`src/design/plle_pkg.sv`:
```
package plle_pkg;

    // Pool geometry
    localparam int POOL_DEPTH = 64;
    localparam int IDX_W      = (POOL_DEPTH > 1) ? $clog2(POOL_DEPTH) : 1;
    localparam int CNT_W      = $clog2(POOL_DEPTH + 1);

    // Field widths
    localparam int CMD_W      = 3;
    localparam int SLOT_W     = 7;
    localparam int PAY_W      = 64;
    localparam int STATUS_W   = 2;
    localparam int S_TDATA_W  = 80;
    localparam int M_TDATA_W  = 72;

    localparam logic [SLOT_W-1:0] SLOT_NIL = {SLOT_W{1'b1}};

    // Command codes
    localparam logic [CMD_W-1:0] CMD_LOAD     = 3'd0;
    localparam logic [CMD_W-1:0] CMD_SET_HEAD = 3'd1;
    localparam logic [CMD_W-1:0] CMD_INSERT   = 3'd2;
    localparam logic [CMD_W-1:0] CMD_REMOVE   = 3'd3;
    localparam logic [CMD_W-1:0] CMD_DUMP     = 3'd4;
    localparam logic [CMD_W-1:0] CMD_CLEAR    = 3'd5;

    // Result status codes
    localparam logic [STATUS_W-1:0] ST_OK      = 2'd0;
    localparam logic [STATUS_W-1:0] ST_FULL    = 2'd1;
    localparam logic [STATUS_W-1:0] ST_NO_SUCC = 2'd2;
    localparam logic [STATUS_W-1:0] ST_EMPTY   = 2'd3;

    // Datapath selectors
    typedef enum logic [1:0] {RA_IDX, RA_HEAD, RA_LRD} rd_sel_t;
    typedef enum logic {WA_USED, WA_IDX} wa_sel_t;
    typedef enum logic [1:0] {WD_CLAMP_LNK, WD_HEAD, WD_LRD, WD_USED} wd_sel_t;
    typedef enum logic [1:0] {HD_CLAMP_IDX, HD_NIL, HD_USED, HD_LRD} hd_sel_t;

    // Controller to datapath
    typedef struct packed {
        logic                load_in;
        logic                rd_en;
        rd_sel_t             rd_sel;
        logic                pay_we;
        logic                lnk_we;
        wa_sel_t             wa_sel;
        wd_sel_t             wd_sel;
        logic                head_we;
        hd_sel_t             head_sel;
        logic                used_inc;
        logic                used_clr;
        logic                cnt_clr;
        logic                cnt_inc;
        logic                emit;
        logic [STATUS_W-1:0] emit_status;
        logic                emit_slot;
        logic                emit_pay;
        logic                emit_last;
    } ctrl_t;

    // Datapath to controller
    typedef struct packed {
        logic [CMD_W-1:0] cmd;
        logic             full;
        logic             used_zero;
        logic             idx_neg;
        logic             idx_big;
        logic             head_nil;
        logic             link_nil;
        logic             cnt_last;
        logic             out_free;
    } status_t;

    // Map a slot value outside the pool to the nil link
    function automatic logic [SLOT_W-1:0] clamp_slot(input logic [SLOT_W-1:0] v);
        logic ok;
        ok = !v[SLOT_W-1] && (v < SLOT_W'(POOL_DEPTH));
        return ok ? v : SLOT_NIL;
    endfunction

    // Non-negative slot value at or beyond the pool end
    function automatic logic slot_big(input logic [SLOT_W-1:0] v);
        return !v[SLOT_W-1] && (v >= SLOT_W'(POOL_DEPTH));
    endfunction

endpackage

```
`src/design/plle_ctrl.sv`:
```
module plle_ctrl
    import plle_pkg::*;
(
    input  logic    aclk,
    input  logic    aresetn,
    input  logic    s_tvalid,
    output logic    s_tready,
    input  status_t st,
    output ctrl_t   ctrl
);

    typedef enum logic [2:0] {
        S_IDLE,
        S_EXEC,
        S_INS_LINK,
        S_INS_REF,
        S_RM_REF,
        S_RM_NODE,
        S_DUMP
    } state_t;

    state_t state_reg, state_next;

    // Sequence each command; every result waits for a free result register
    always_comb begin
        ctrl       = '0;
        state_next = state_reg;
        case (state_reg)
            S_IDLE: begin
                if (s_tvalid) begin
                    ctrl.load_in = 1'b1;
                    state_next   = S_EXEC;
                end
            end
            S_EXEC: begin
                case (st.cmd)
                    CMD_LOAD: begin
                        if (st.out_free) begin
                            ctrl.emit      = 1'b1;
                            ctrl.emit_last = 1'b1;
                            if (st.full) begin
                                ctrl.emit_status = ST_FULL;
                            end else begin
                                ctrl.emit_status = ST_OK;
                                ctrl.pay_we      = 1'b1;
                                ctrl.lnk_we      = 1'b1;
                                ctrl.wa_sel      = WA_USED;
                                ctrl.wd_sel      = WD_CLAMP_LNK;
                                ctrl.used_inc    = 1'b1;
                            end
                            state_next = S_IDLE;
                        end
                    end
                    CMD_SET_HEAD: begin
                        if (st.out_free) begin
                            ctrl.emit        = 1'b1;
                            ctrl.emit_last   = 1'b1;
                            ctrl.emit_status = ST_OK;
                            ctrl.head_we     = 1'b1;
                            ctrl.head_sel    = HD_CLAMP_IDX;
                            state_next       = S_IDLE;
                        end
                    end
                    CMD_INSERT: begin
                        if (st.full || st.idx_big) begin
                            if (st.out_free) begin
                                ctrl.emit        = 1'b1;
                                ctrl.emit_last   = 1'b1;
                                ctrl.emit_status = st.full ? ST_FULL : ST_NO_SUCC;
                                state_next       = S_IDLE;
                            end
                        end else if (st.idx_neg) begin
                            if (st.out_free) begin
                                ctrl.pay_we      = 1'b1;
                                ctrl.lnk_we      = 1'b1;
                                ctrl.wa_sel      = WA_USED;
                                ctrl.wd_sel      = WD_HEAD;
                                ctrl.head_we     = 1'b1;
                                ctrl.head_sel    = HD_USED;
                                ctrl.used_inc    = 1'b1;
                                ctrl.emit        = 1'b1;
                                ctrl.emit_last   = 1'b1;
                                ctrl.emit_slot   = 1'b1;
                                ctrl.emit_status = ST_OK;
                                state_next       = S_IDLE;
                            end
                        end else begin
                            ctrl.pay_we = 1'b1;
                            ctrl.rd_en  = 1'b1;
                            ctrl.rd_sel = RA_IDX;
                            state_next  = S_INS_LINK;
                        end
                    end
                    CMD_REMOVE: begin
                        if (st.idx_big || (st.idx_neg && st.head_nil)) begin
                            if (st.out_free) begin
                                ctrl.emit        = 1'b1;
                                ctrl.emit_last   = 1'b1;
                                ctrl.emit_status = st.idx_big ? ST_NO_SUCC : ST_EMPTY;
                                state_next       = S_IDLE;
                            end
                        end else if (st.idx_neg) begin
                            ctrl.rd_en  = 1'b1;
                            ctrl.rd_sel = RA_HEAD;
                            state_next  = S_RM_NODE;
                        end else begin
                            ctrl.rd_en  = 1'b1;
                            ctrl.rd_sel = RA_IDX;
                            state_next  = S_RM_REF;
                        end
                    end
                    CMD_DUMP: begin
                        if (st.head_nil || st.used_zero) begin
                            if (st.out_free) begin
                                ctrl.emit        = 1'b1;
                                ctrl.emit_last   = 1'b1;
                                ctrl.emit_status = ST_EMPTY;
                                state_next       = S_IDLE;
                            end
                        end else begin
                            ctrl.rd_en   = 1'b1;
                            ctrl.rd_sel  = RA_HEAD;
                            ctrl.cnt_clr = 1'b1;
                            state_next   = S_DUMP;
                        end
                    end
                    CMD_CLEAR: begin
                        if (st.out_free) begin
                            ctrl.emit        = 1'b1;
                            ctrl.emit_last   = 1'b1;
                            ctrl.emit_status = ST_OK;
                            ctrl.head_we     = 1'b1;
                            ctrl.head_sel    = HD_NIL;
                            ctrl.used_clr    = 1'b1;
                            state_next       = S_IDLE;
                        end
                    end
                    default: begin
                        if (st.out_free) begin
                            ctrl.emit        = 1'b1;
                            ctrl.emit_last   = 1'b1;
                            ctrl.emit_status = ST_OK;
                            state_next       = S_IDLE;
                        end
                    end
                endcase
            end
            S_INS_LINK: begin
                // new node takes over the reference node's successor
                ctrl.lnk_we = 1'b1;
                ctrl.wa_sel = WA_USED;
                ctrl.wd_sel = WD_LRD;
                state_next  = S_INS_REF;
            end
            S_INS_REF: begin
                if (st.out_free) begin
                    ctrl.lnk_we      = 1'b1;
                    ctrl.wa_sel      = WA_IDX;
                    ctrl.wd_sel      = WD_USED;
                    ctrl.used_inc    = 1'b1;
                    ctrl.emit        = 1'b1;
                    ctrl.emit_last   = 1'b1;
                    ctrl.emit_slot   = 1'b1;
                    ctrl.emit_status = ST_OK;
                    state_next       = S_IDLE;
                end
            end
            S_RM_REF: begin
                if (st.link_nil) begin
                    if (st.out_free) begin
                        ctrl.emit        = 1'b1;
                        ctrl.emit_last   = 1'b1;
                        ctrl.emit_status = ST_NO_SUCC;
                        state_next       = S_IDLE;
                    end
                end else begin
                    ctrl.rd_en  = 1'b1;
                    ctrl.rd_sel = RA_LRD;
                    state_next  = S_RM_NODE;
                end
            end
            S_RM_NODE: begin
                if (st.out_free) begin
                    if (st.idx_neg) begin
                        ctrl.head_we  = 1'b1;
                        ctrl.head_sel = HD_LRD;
                    end else begin
                        ctrl.lnk_we = 1'b1;
                        ctrl.wa_sel = WA_IDX;
                        ctrl.wd_sel = WD_LRD;
                    end
                    ctrl.emit        = 1'b1;
                    ctrl.emit_last   = 1'b1;
                    ctrl.emit_pay    = 1'b1;
                    ctrl.emit_status = ST_OK;
                    state_next       = S_IDLE;
                end
            end
            S_DUMP: begin
                if (st.out_free) begin
                    ctrl.emit        = 1'b1;
                    ctrl.emit_pay    = 1'b1;
                    ctrl.emit_status = ST_OK;
                    ctrl.emit_last   = st.link_nil || st.cnt_last;
                    ctrl.cnt_inc     = 1'b1;
                    if (st.link_nil || st.cnt_last) begin
                        state_next = S_IDLE;
                    end else begin
                        ctrl.rd_en  = 1'b1;
                        ctrl.rd_sel = RA_LRD;
                    end
                end
            end
            default: begin
                state_next = S_IDLE;
            end
        endcase
    end

    always_ff @(posedge aclk) begin
        if (!aresetn) begin
            state_reg <= S_IDLE;
        end else begin
            state_reg <= state_next;
        end
    end

    assign s_tready = (state_reg == S_IDLE);

    // A command is taken only when the engine is between commands
    a_load_idle: assert property (@(posedge aclk) disable iff (!aresetn)
        ctrl.load_in |-> (s_tvalid && s_tready))
        else $error("command captured outside idle");

    // The walk of a dump ends with the final result of the command
    a_dump_end: assert property (@(posedge aclk) disable iff (!aresetn)
        (state_reg == S_DUMP && ctrl.emit && ctrl.emit_last) |=> (state_reg == S_IDLE))
        else $error("dump continued after its final result");

endmodule

```
`config.mk`:
```
export PLATFORM = sky130hd
export DESIGN_NAME = plle_ctrl
export DESIGN_NICKNAME = d
export VERILOG_FILES = /design/src/design/plle_pkg.sv /design/src/design/plle_ctrl.sv
export SDC_FILE = /design/constraint.sdc
export NUM_CORES = 1
export LEC_CHECK = 0
export ABC_CLOCK_PERIOD_IN_PS = 2000
export BUFFER_PORTS_ARGS = -buffer_cell sky130_fd_sc_hd__buf_2
export CAP_MARGIN = 15
export CORE_MARGIN = 2
export CORE_UTILIZATION = 39
export DETAILED_ROUTE_END_ITERATION = 6
export GPL_TIMING_DRIVEN = 0
export HOLD_SLACK_MARGIN = 0.03
export PLACE_DENSITY = 0.78
export RECOVER_POWER = 25
export SETUP_SLACK_MARGIN = 0.5
export SYNTH_ARGS = -nofsm -noshare
export SYNTH_HDL_FRONTEND = slang
export SYNTH_SLANG_ARGS = --single-unit
export TNS_END_PERCENT = 100
```
`constraint.sdc`:
```
create_clock -name aclk -period 2 [get_ports aclk]
set_input_delay 0.4 -clock aclk [delete_from_list [all_inputs] [get_ports aclk]]
set_output_delay 0.4 -clock aclk [all_outputs]
set_load 0.01 [all_outputs]
```
==> impl_metrics.tcl, run 1 <==
set metrics [dict create \
    cts_max_level 1 \
    min_path_type "in2reg" \
    fmax_ghz 0.4594 \
    slew_violations 0 \
    layout_commonest_cell "buf_2" \
    drive_gt1_share_pct 64.16 \
    p_int_mw 0.2498 \
    place_ws_ps -92.63 \
    numCtsBuffers 3 \
    r2r_start "state_reg[1]$_SDFFE_PN0P_" \
    startpoint_type "flop" \
    grt_pass1_vias 1092 \
    routed_wl_mm 3.952 \
    layout.nets 188 \
    worstHoldEndpoint "state_reg[2]$_SDFFE_PN0P_" \
    overflow 0 \
    ant_nets 0 \
    vdd_drop_max_mv 0.3384 \
    ios 37 \
    gpl.final_weighted_congestion 0.8983 \
    seq_area_frac_synth_pct 8.262 \
    clock_sinks 3 \
    switchingPower_mw 0.1753 \
    hold_buffers 0 \
    yosysTopAreaCell "dfxtp_1" \
    nFillCells 83 \
    yosys.area.top_type_share_pct 8.262 \
    cp_max_fo 4 \
    synthFlopType "dfxtp_1" \
    die_h_um 47.18 \
    dieArea_um2 2225 \
    power_mw 0.4251 \
    grt_pass1_wl_mm 4.823 \
    synthArstFlopShare_pct 0 \
    cp_data_required_time_ps 1600 \
    clkTransAtPathRegs_ps 40 \
    p_seq_share_pct 15.9 \
    firstDrtPassIters 4 \
    worst_pin_slew_ps 350.7 \
    r2r_end "state_reg[0]$_SDFFE_PN0P_" \
    io_buffers 35 \
    synthCells 112 \
    r2r_slack_ps 290 \
    hold_viol_final 0 \
    rows 15 \
    p_sw_share_pct 41.24 \
    synth-edff-count 0 \
    netlist_area_um2 726.9 \
    clockBufferDepth 2 \
    clk_latency_ps 240 \
    cp-end-kind "output pin" \
    yosysUniqueCellTypes 45 \
    track_usage_pct 30.77 \
    cts-root-buf "clkbuf_4" \
    finalSetupViolCount 12 \
    via_per_inst 6.374 \
    setup_ws_ps -176.9 \
    grt_max_degree 11 \
    areaGrowthSynthToFinish_pct 107.2 \
    synth_warnings 0 \
    worstPathArrival_ps 1780 \
    insertedDiodeCount 0 \
    drt_iter0_drc 79 \
    slew_headroom_pct 76.62 \
    antenna_found_initial 0 \
    hp-start "aresetn" \
    die_x_um 47.18 \
    final_cell_mix "30 x buf_2, 17 x buf_4, 11 x nand2_1" \
    r2r_cells 9 \
    syn_area_per_cell_um2 6.491 \
    dp.final_hpwl_mm 1.857 \
    cts_tree "done" \
    route.detailed.drc 0 \
    violations "negative setup slack" \
    run_status "complete, but fails checks" \
    synth_fp_nets 126 \
    fin_cells 198 \
    largest_reg_flops 3 \
    wl_per_cell_um 19.96 \
    leakage_nw 0.6437 \
    placed_cells 172 \
    whs_path_depth 2 \
    synth_area_leaders "dfxtp_1 8.3%, o21ai_0 6.2%, nand2_1 5.7%" \
    drv_cap 0 \
    pwr-share-comb_pct 57.6 \
    core_um2 1745 \
    pwr_density_cell_nw_per_um2 282.2 \
    period_minus_slack_ps 2177 \
    finalCritPeriodShare_pct 108.8 \
    ys_seq_elements 3 \
    fin_skew_ps 4.015 \
    rsz0062_at_grt "true" \
    num_vias 1262 \
    clock_power_share_pct 26.6 \
    critPathKind "reg2out" \
    start_util_pct 41.65 \
]
## metrics by stage
step / hold slack, ps / instance area (um2) / setup TNS (ps) / util [%]
3_5_place_dp: 660.2 / 1080 / -156.9 / 61.86
4_1_cts: 422.4 / 1360 / -684.5 / 77.92
5_1_grt: 437.2 / 1506 / -1837 / 86.31
6_report: 431.2 / 1506 / -1190 / 86.31
3_3_place_gp: 670.3 / 1080 / -66.39 / 61.86
2_1_floorplan: 521.7 / 873.3 / 0 / -
## power groups by stage
stage          combinational, mW  sequential (mW)  clock [mW]
3_3_place_gp               0.150           0.0670           0
3_5_place_dp               0.153           0.0674           0
5_1_grt                    0.254           0.0677       0.127
6_report                   0.245           0.0675       0.113
4_1_cts                    0.200           0.0667       0.115
2_1_floorplan              0.103           0.0660           0
## cell usage after synthesis, drive strengths merged (2+ instances only)
master / instances
a31oi: 3
a21oi: 7
o21ai: 10
nor3: 4
nand2: 11
or2b: 3
o21bai: 2
a2111oi: 2
nor2: 11
clkbuf: 3
nand4: 2
and2: 3
or3b: 2
nand2b: 4
or3: 3
and4: 2
nand3: 4
or2: 2
inv: 8
a22oi: 2
o22ai: 2
dfxtp: 3
buf: 4
## timing repair
item | in CTS | in global routing
buffers inserted | 13 | 8
setup endpoints to repair | 24 | 25
gates resized for setup | 32 | 16
cloned | 0 | 1
pin swaps | 18 | 9
## cell families after synthesis
family | after synthesis | share of synthesized area (%)
AOI/OAI and AO/OA | 37 | 35.11
xor gates and xnor gates | 1 | 1.205
buffers and inverters | 15 | 9.294
DFF | 3 | 8.262
and+or+nand+nor | 56 | 46.13
## worst max-delay path: stages (launching register included)
cell and delay [ps]:
dfxtp_1 300, buf_6 120, or3b_4 380, or3_4 350
a21oi_2 130, o21bai_2 120, buf_2 140
## area by class of cell
| type | count | area (um2) | share of cell area, % |
|---|---|---|---|
| multi-input combinational | 94 | 854.6 | 56.73 |
| timing repair buffer | 57 | 392.9 | 26.08 |
| buffer | 7 | 102.6 | 6.811 |
| sequential | 3 | 65.06 | 4.319 |
| inverter | 8 | 33.78 | 2.243 |
| tap | 25 | 31.28 | 2.076 |
| clock buffer | 4 | 26.28 | 1.744 |
## metal layers
metal  GRT usage [%]  part of all wire [%]  up-vias
met5               0                     0        -
met4           16.11                   7.2        0
met3           4.615                    10       36
met2           54.25                    46      116
met1           35.52                    36      570
li1                -                     -      540
## how the worst max path moves through the flow
stage,start,to
5_1_grt,state_reg[1]$_SDFFE_PN0P_,ctrl[17]
4_1_cts,state_reg[1]$_SDFFE_PN0P_,ctrl[9]
2_1_floorplan,st[8],ctrl[12]
6_report,state_reg[1]$_SDFFE_PN0P_,ctrl[9]
3_3_place_gp,st[10],ctrl[12]
3_5_place_dp,st[10],ctrl[12]
Note: power is estimated with default switching activity, not from simulation.
==> run 2, diff against run 1 <==
--- a/config.mk
+++ b/config.mk
@@ -11,7 +11,7 @@
 export CORE_MARGIN = 2
 export CORE_UTILIZATION = 39
 export DETAILED_ROUTE_END_ITERATION = 6
-export GPL_TIMING_DRIVEN = 0
+export GPL_TIMING_DRIVEN = 1
 export HOLD_SLACK_MARGIN = 0.03
 export PLACE_DENSITY = 0.78
 export RECOVER_POWER = 25
==> impl_metrics.tcl, run 2 (same netlist as run 1, synthesis figures left out) <==
set metrics [dict create \
    run_status "complete, but fails checks" \
    violations "negative setup slack" \
    worstPathArrival_ps 1770 \
    drive_gt1_share_pct 70.11 \
    clkTransAtPathRegs_ps 50 \
    crit_chain "or3b_4, or3_4, a21oi_2, or2_1, buf_2" \
    route.detailed.drc 0 \
    worst_pin_slew_ps 392.4 \
    firstDrtPassIters 5 \
    grt_max_degree 14 \
    dp.final_hpwl_mm 2.021 \
    numCtsBuffers 3 \
    routed_wl_mm 5.223 \
    layout_commonest_cell "buf_2" \
    ios 37 \
    clockBufferDepth 2 \
    rsz0062_at_grt "true" \
    min_path_type "in2reg" \
    largest_reg_flops 3 \
    startpoint_type "flop" \
    rows 15 \
    nFillCells 54 \
    layout.nets 199 \
    clock_sinks 3 \
    slowest_stage "or3b_4" \
    period_minus_slack_ps 2166 \
    start_util_pct 41.65 \
    finalSetupViolCount 13 \
    final_cell_mix "31 x buf_2, 27 x buf_4, 9 x buf_6" \
    ant_nets 0 \
    tns_ps -1265 \
    antenna_found_initial 0 \
    wl_per_cell_um 24.99 \
    place_ws_ps -33.63 \
    num_vias 1469 \
    die_h_um 47.18 \
    vdd_drop_max_mv 0.4500 \
    die_x_um 47.18 \
    cp_max_fo 4 \
    grt_pass1_wl_mm 6.306 \
    crit_family "simple AND/OR/NAND/NOR gates" \
    gpl.final_weighted_congestion 0.8779 \
    cts_tree "done" \
    pwr_density_cell_nw_per_um2 291.0 \
    core_um2 1745 \
    dieArea_um2 2225 \
    fmax_ghz 0.4616 \
    clk_latency_ps 250 \
    cp-end-kind "output pin" \
    cp_data_required_time_ps 1600 \
    track_usage_pct 41.09 \
    slew_headroom_pct 73.81 \
    leakage_nw 0.7059 \
    hold_buffers 0 \
    grt_pass1_vias 1227 \
    drv_cap 0 \
    cts-root-buf "clkbuf_4" \
    hold_viol_final 0 \
    insertedDiodeCount 0 \
    finalCritPeriodShare_pct 108.3 \
    cts_max_level 1 \
    worst-path-buf-inv 1 \
    io_buffers 36 \
    via_per_inst 7.029 \
    setup_ws_ps -166.5 \
    drt_iter0_drc 123 \
    slowest_delay_ps 390 \
    areaGrowthSynthToFinish_pct 125.8 \
    fin_skew_ps 7.607 \
    critPathKind "reg2out" \
    overflow 0 \
    slew_violations 0 \
]
run 2: cell count changes in the layout (fill, tap and decap cells not counted), sizes merged:
cell    previous run  this run
clkbuf             9         5
buf               59        74
run 2: per-layer routing:
layer	track usage (%)	vias up	part of all wire (%)
met4	21.11	0	7.5
met1	48.64	675	35
li1	-	565	-
met2	64.38	175	43
met3	15.77	54	14
met5	0	-	0
run 2: repair_timing:
| item | CTS | global route |
|---|---|---|
| resized for setup | 43 | 21 |
| hold endpoints to repair | 0 | 0 |
| pin swaps | 24 | 10 |
| endpoints found under the setup margin | 23 | 26 |
| gates cloned | 1 | 0 |
| buffers inserted | 16 | 9 |
run 2: layout make-up:
cell class | instances | area [um2] | area share [%]
inverters | 8 | 33.78 | 2.058
clock buffers | 4 | 26.28 | 1.601
well taps | 25 | 31.28 | 1.905
repair buffers | 75 | 600.6 | 36.59
flip-flops and latches | 3 | 66.31 | 4.040
multi-input cells | 94 | 883.3 | 53.81
run 2: path summary, 6_finish.rpt:
check                            start                         to  slack, ps  cells after the start
min                            aresetn  state_reg[2]$_SDFFE_PN0P_        450                      2
min reg2reg  state_reg[2]$_SDFFE_PN0P_  state_reg[0]$_SDFFE_PN0P_        880                      5
max reg2reg  state_reg[0]$_SDFFE_PN0P_  state_reg[1]$_SDFFE_PN0P_        310                      6
max          state_reg[0]$_SDFFE_PN0P_                   ctrl[16]       -170                      5
run 2: stage by stage:
| step | area, um2 | std cells | power, mW | hold slack (ps) | util (%) |
|---|---|---|---|---|---|
| 6_report | 1642 | 209 | 0.4776 | 448.2 | 94.05 |
| 5_1_grt | 1642 | 209 | 0.4884 | 437.7 | 94.05 |
| 4_1_cts | 1500 | 200 | 0.4016 | 427.9 | 85.95 |
| 3_5_place_dp | 1141 | 179 | 0.2387 | 672.7 | 65.38 |
| 3_3_place_gp | 1141 | 179 | 0.2336 | 659.9 | 65.38 |
| 2_1_floorplan | 873.3 | 112 | 0.1692 | 521.7 | - |
run 2: power by group:
| part | switching, mW | total [mW] | internal [mW] |
|---|---|---|---|
| logic | 0.159 | 0.292 | 0.133 |
| registers | 0.00279 | 0.0655 | 0.0627 |
| clock network | 0.0444 | 0.120 | 0.0756 |
==> run 3, diff against run 2 <==
==> constraint.sdc (replaced) <==
create_clock -name aclk -period 2 [get_ports aclk]
set_input_delay 0.4 -clock aclk [delete_from_list [all_inputs] [get_ports aclk]]
set_output_delay 0.4 -clock aclk [all_outputs]
set_load 0.05 [all_outputs]
==> impl_metrics.tcl, run 3 <==
set metrics [dict create \
    rows 15 \
    synthFlopType "dfxtp_1" \
    die_h_um 47.18 \
    synthCells 112 \
    yosys.area.top_type_share_pct 8.262 \
    io_buffers 36 \
    hold_buffers 0 \
    syn_area_per_cell_um2 6.491 \
    clockBufferDepth 2 \
    synth_warnings 0 \
    yosysTopAreaCell "dfxtp_1" \
    dp.final_hpwl_mm 2.400 \
    place_ws_ps -199.0 \
    error_line "[ERROR DPL-0038] Utilization greater than 100%, impossible to legalize" \
    ios 37 \
    clock_sinks 3 \
    synth_fp_nets 126 \
    die_x_um 47.18 \
    start_util_pct 41.65 \
    numCtsBuffers 3 \
    ys_seq_elements 3 \
    stop_stage "4_1_cts" \
    synth-edff-count 0 \
    yosysUniqueCellTypes 45 \
    synth_common_cells "11 x nand2_1, 11 x nor2_1, 9 x o21ai_0, 8 x inv_1, 6 x a21oi_1" \
    netlist_area_um2 726.9 \
    gpl.final_weighted_congestion 0.9313 \
    cts-root-buf "clkbuf_4" \
    post_cts_resize_count 94 \
    post_cts_buffers 16 \
    cts_max_level 1 \
    run_status "aborted with a tool error" \
    synthArstFlopShare_pct 0 \
    seq_area_frac_synth_pct 8.262 \
    synth_area_leaders "dfxtp_1 8.3%, o21ai_0 6.2%, nand2_1 5.7%" \
]
-- run 3: cell counts after synthesis --
Identical to the previous run, type by type.
-- run 3: logic make-up after synthesis --
logic type	count (synthesis)	share of synthesized area (%)
simple gates	56	46.13
compound gates	37	35.11
buf+inv	15	9.294
flops	3	8.262
xor+xnor	1	1.205
-- run 3: through the flow --
step | area [um2] | instances | utilization [%]
after floorplan | 1021 | 112 | -
after global placement | 1344 | 190 | 76.99
after detailed placement | 1344 | 190 | 76.99
==> run 4, diff against run 3 <==
--- a/config.mk
+++ b/config.mk
@@ -8,14 +8,12 @@
 export ABC_CLOCK_PERIOD_IN_PS = 2000
 export BUFFER_PORTS_ARGS = -buffer_cell sky130_fd_sc_hd__buf_2
 export CAP_MARGIN = 15
-export CORE_MARGIN = 2
-export CORE_UTILIZATION = 39
+export CORE_AREA = 2 2 63 65
 export DETAILED_ROUTE_END_ITERATION = 6
+export DIE_AREA = 0 0 65 67
 export GPL_TIMING_DRIVEN = 1
-export HOLD_SLACK_MARGIN = 0.03
-export PLACE_DENSITY = 0.78
+export PLACE_DENSITY_LB_ADDON = 0.15
 export RECOVER_POWER = 25
-export SETUP_SLACK_MARGIN = 0.5
 export SYNTH_ARGS = -nofsm -noshare
 export SYNTH_HDL_FRONTEND = slang
 export SYNTH_SLANG_ARGS = --single-unit
==> impl_metrics.tcl, run 4 (same netlist as run 1, synthesis figures left out) <==
set metrics [dict create \
    cts-root-buf "clkbuf_8" \
    via_per_inst 4.833 \
    finalCritPeriodShare_pct 108.0 \
    route.detailed.drc 0 \
    run_status "complete, but fails checks" \
    io_buffers 36 \
    numCtsBuffers 3 \
    ant_nets 0 \
    ios 37 \
    hold_buffers 0 \
    die_x_um 65 \
    layout_commonest_cell "buf_4" \
    slew_violations 0 \
    pwr-share-comb_pct 53.9 \
    r2r_end "state_reg[1]$_SDFFE_PN0P_" \
    start_util_pct 20.16 \
    cts_tree "done" \
    largest_reg_flops 3 \
    layout.nets 201 \
    whs_path_depth 2 \
    cp_data_required_time_ps 1600 \
    switchingPower_mw 0.1996 \
    worst-path-buf-inv 1 \
    pwr_density_cell_nw_per_um2 323.8 \
    final_cell_mix "42 x buf_4, 17 x buf_2, 14 x buf_6" \
    rsz0062_at_grt "true" \
    setup_ws_ps -160.7 \
    fin_skew_ps 0.9447 \
    worstHoldEndpoint "state_reg[2]$_SDFFE_PN0P_" \
    violations "negative setup slack" \
    dieArea_um2 4355 \
    cp_max_fo 5 \
    tns_ps -893.0 \
    slowest_stage "or3b_4" \
    cts_max_level 1 \
    clock_sinks 3 \
    slew_headroom_pct 80.18 \
    vdd_drop_max_mv 0.1160 \
    num_vias 1131 \
    clk_latency_ps 210 \
    routed_wl_mm 3.248 \
    r2r_cells 4 \
    slowest_delay_ps 380 \
    track_usage_pct 15.65 \
    final_core_util_pct 44.83 \
    overflow 0 \
    cp-end-kind "output pin" \
    drv_cap 0 \
    clkTransAtPathRegs_ps 30 \
    hp-start "aresetn" \
    r2r_start "state_reg[0]$_SDFFE_PN0P_" \
    drt_iter0_drc 51 \
    critPathKind "reg2out" \
    fmax_ghz 0.4628 \
    drive_gt1_share_pct 62.37 \
    firstDrtPassIters 4 \
    crit_family "simple AND/OR/NAND/NOR gates" \
    p_seq_share_pct 12.7 \
    rows 22 \
    grt_max_degree 14 \
    antenna_found_initial 0 \
    place_ws_ps -298.6 \
    gpl.final_weighted_congestion 0.7746 \
    areaGrowthSynthToFinish_pct 122.4 \
    startpoint_type "flop" \
    wl_per_cell_um 13.88 \
    grt_pass1_wl_mm 5.361 \
    worst_pin_slew_ps 293.4 \
    dp.final_hpwl_mm 2.659 \
    clockBufferDepth 2 \
    insertedDiodeCount 0 \
    crit_chain "or3b_4, or3_4, a21oi_4, o21bai_4, buf_6" \
    core_um2 3606 \
    clock_power_share_pct 33.5 \
    p_int_mw 0.3238 \
    worstPathArrival_ps 1760 \
    finalSetupViolCount 11 \
    r2r_slack_ps 620 \
    p_sw_share_pct 38.13 \
    leakage_nw 0.6758 \
    min_path_type "in2reg" \
    period_minus_slack_ps 2161 \
    die_h_um 67 \
    hold_viol_final 0 \
    grt_pass1_vias 1123 \
]
run 4: metal layers:
metal  global-route usage, %  vias up  wire, um
li1                        -      563         -
met1                   20.38      534      1396
met2                   27.96       32      1672
met3                   1.689        2       157
met4                   2.660        0        21
met5                       0        -         0
run 4: timing repair:
item | CTS | global route
resized for setup | 41 | 12
endpoints found under the setup margin | 17 | 16
setup buffers | 1 | 1
pin swaps | 4 | 7
run 4: final cells by class:
type,count,area (um2)
timing repair buffer,77,604.3
clock buffer,4,45.04
multi-input combinational,94,810.8
tap,48,60.06
fill,366,1989
inverter,8,30.03
sequential,3,66.31
run 4: through the flow:
| step | hold slack (ps) | area, um2 | total power [mW] | instances |
|---|---|---|---|---|
| after global routing | 464.1 | 1617 | 0.5563 | 234 |
| final | 452.7 | 1617 | 0.5234 | 234 |
| after global placement | 663.7 | 1376 | 0.3172 | 228 |
| after CTS | 444.6 | 1577 | 0.5255 | 233 |
| after detailed placement | 654.3 | 1376 | 0.3193 | 228 |
| after floorplan | 521.7 | 890.9 | 0.2057 | 112 |
run 4: power by group through the flow:
| stage | clock network [mW] | logic, mW | registers [mW] |
|---|---|---|---|
| 6_report | 0.175 | 0.282 | 0.0663 |
| 3_5_place_dp | 0 | 0.253 | 0.0666 |
| 5_1_grt | 0.189 | 0.300 | 0.0669 |
| 2_1_floorplan | 0 | 0.139 | 0.0670 |
| 3_3_place_gp | 0 | 0.250 | 0.0669 |
| 4_1_cts | 0.182 | 0.277 | 0.0666 |
run 4: worst max-delay path by stage:
| stage | endpoint | slack (ps) | from | depth (start not counted) |
|---|---|---|---|---|
| after global routing | ctrl[12] | -210 | st[8] | 7 |
| after detailed placement | ctrl[5] | -300 | st[8] | 8 |
| after CTS | ctrl[9] | -170 | state_reg[0]$_SDFFE_PN0P_ | 5 |
| after floorplan | ctrl[12] | -360 | st[8] | 5 |
| after global placement | ctrl[5] | -270 | st[8] | 8 |
| final | ctrl[9] | -160 | state_reg[0]$_SDFFE_PN0P_ | 5 |
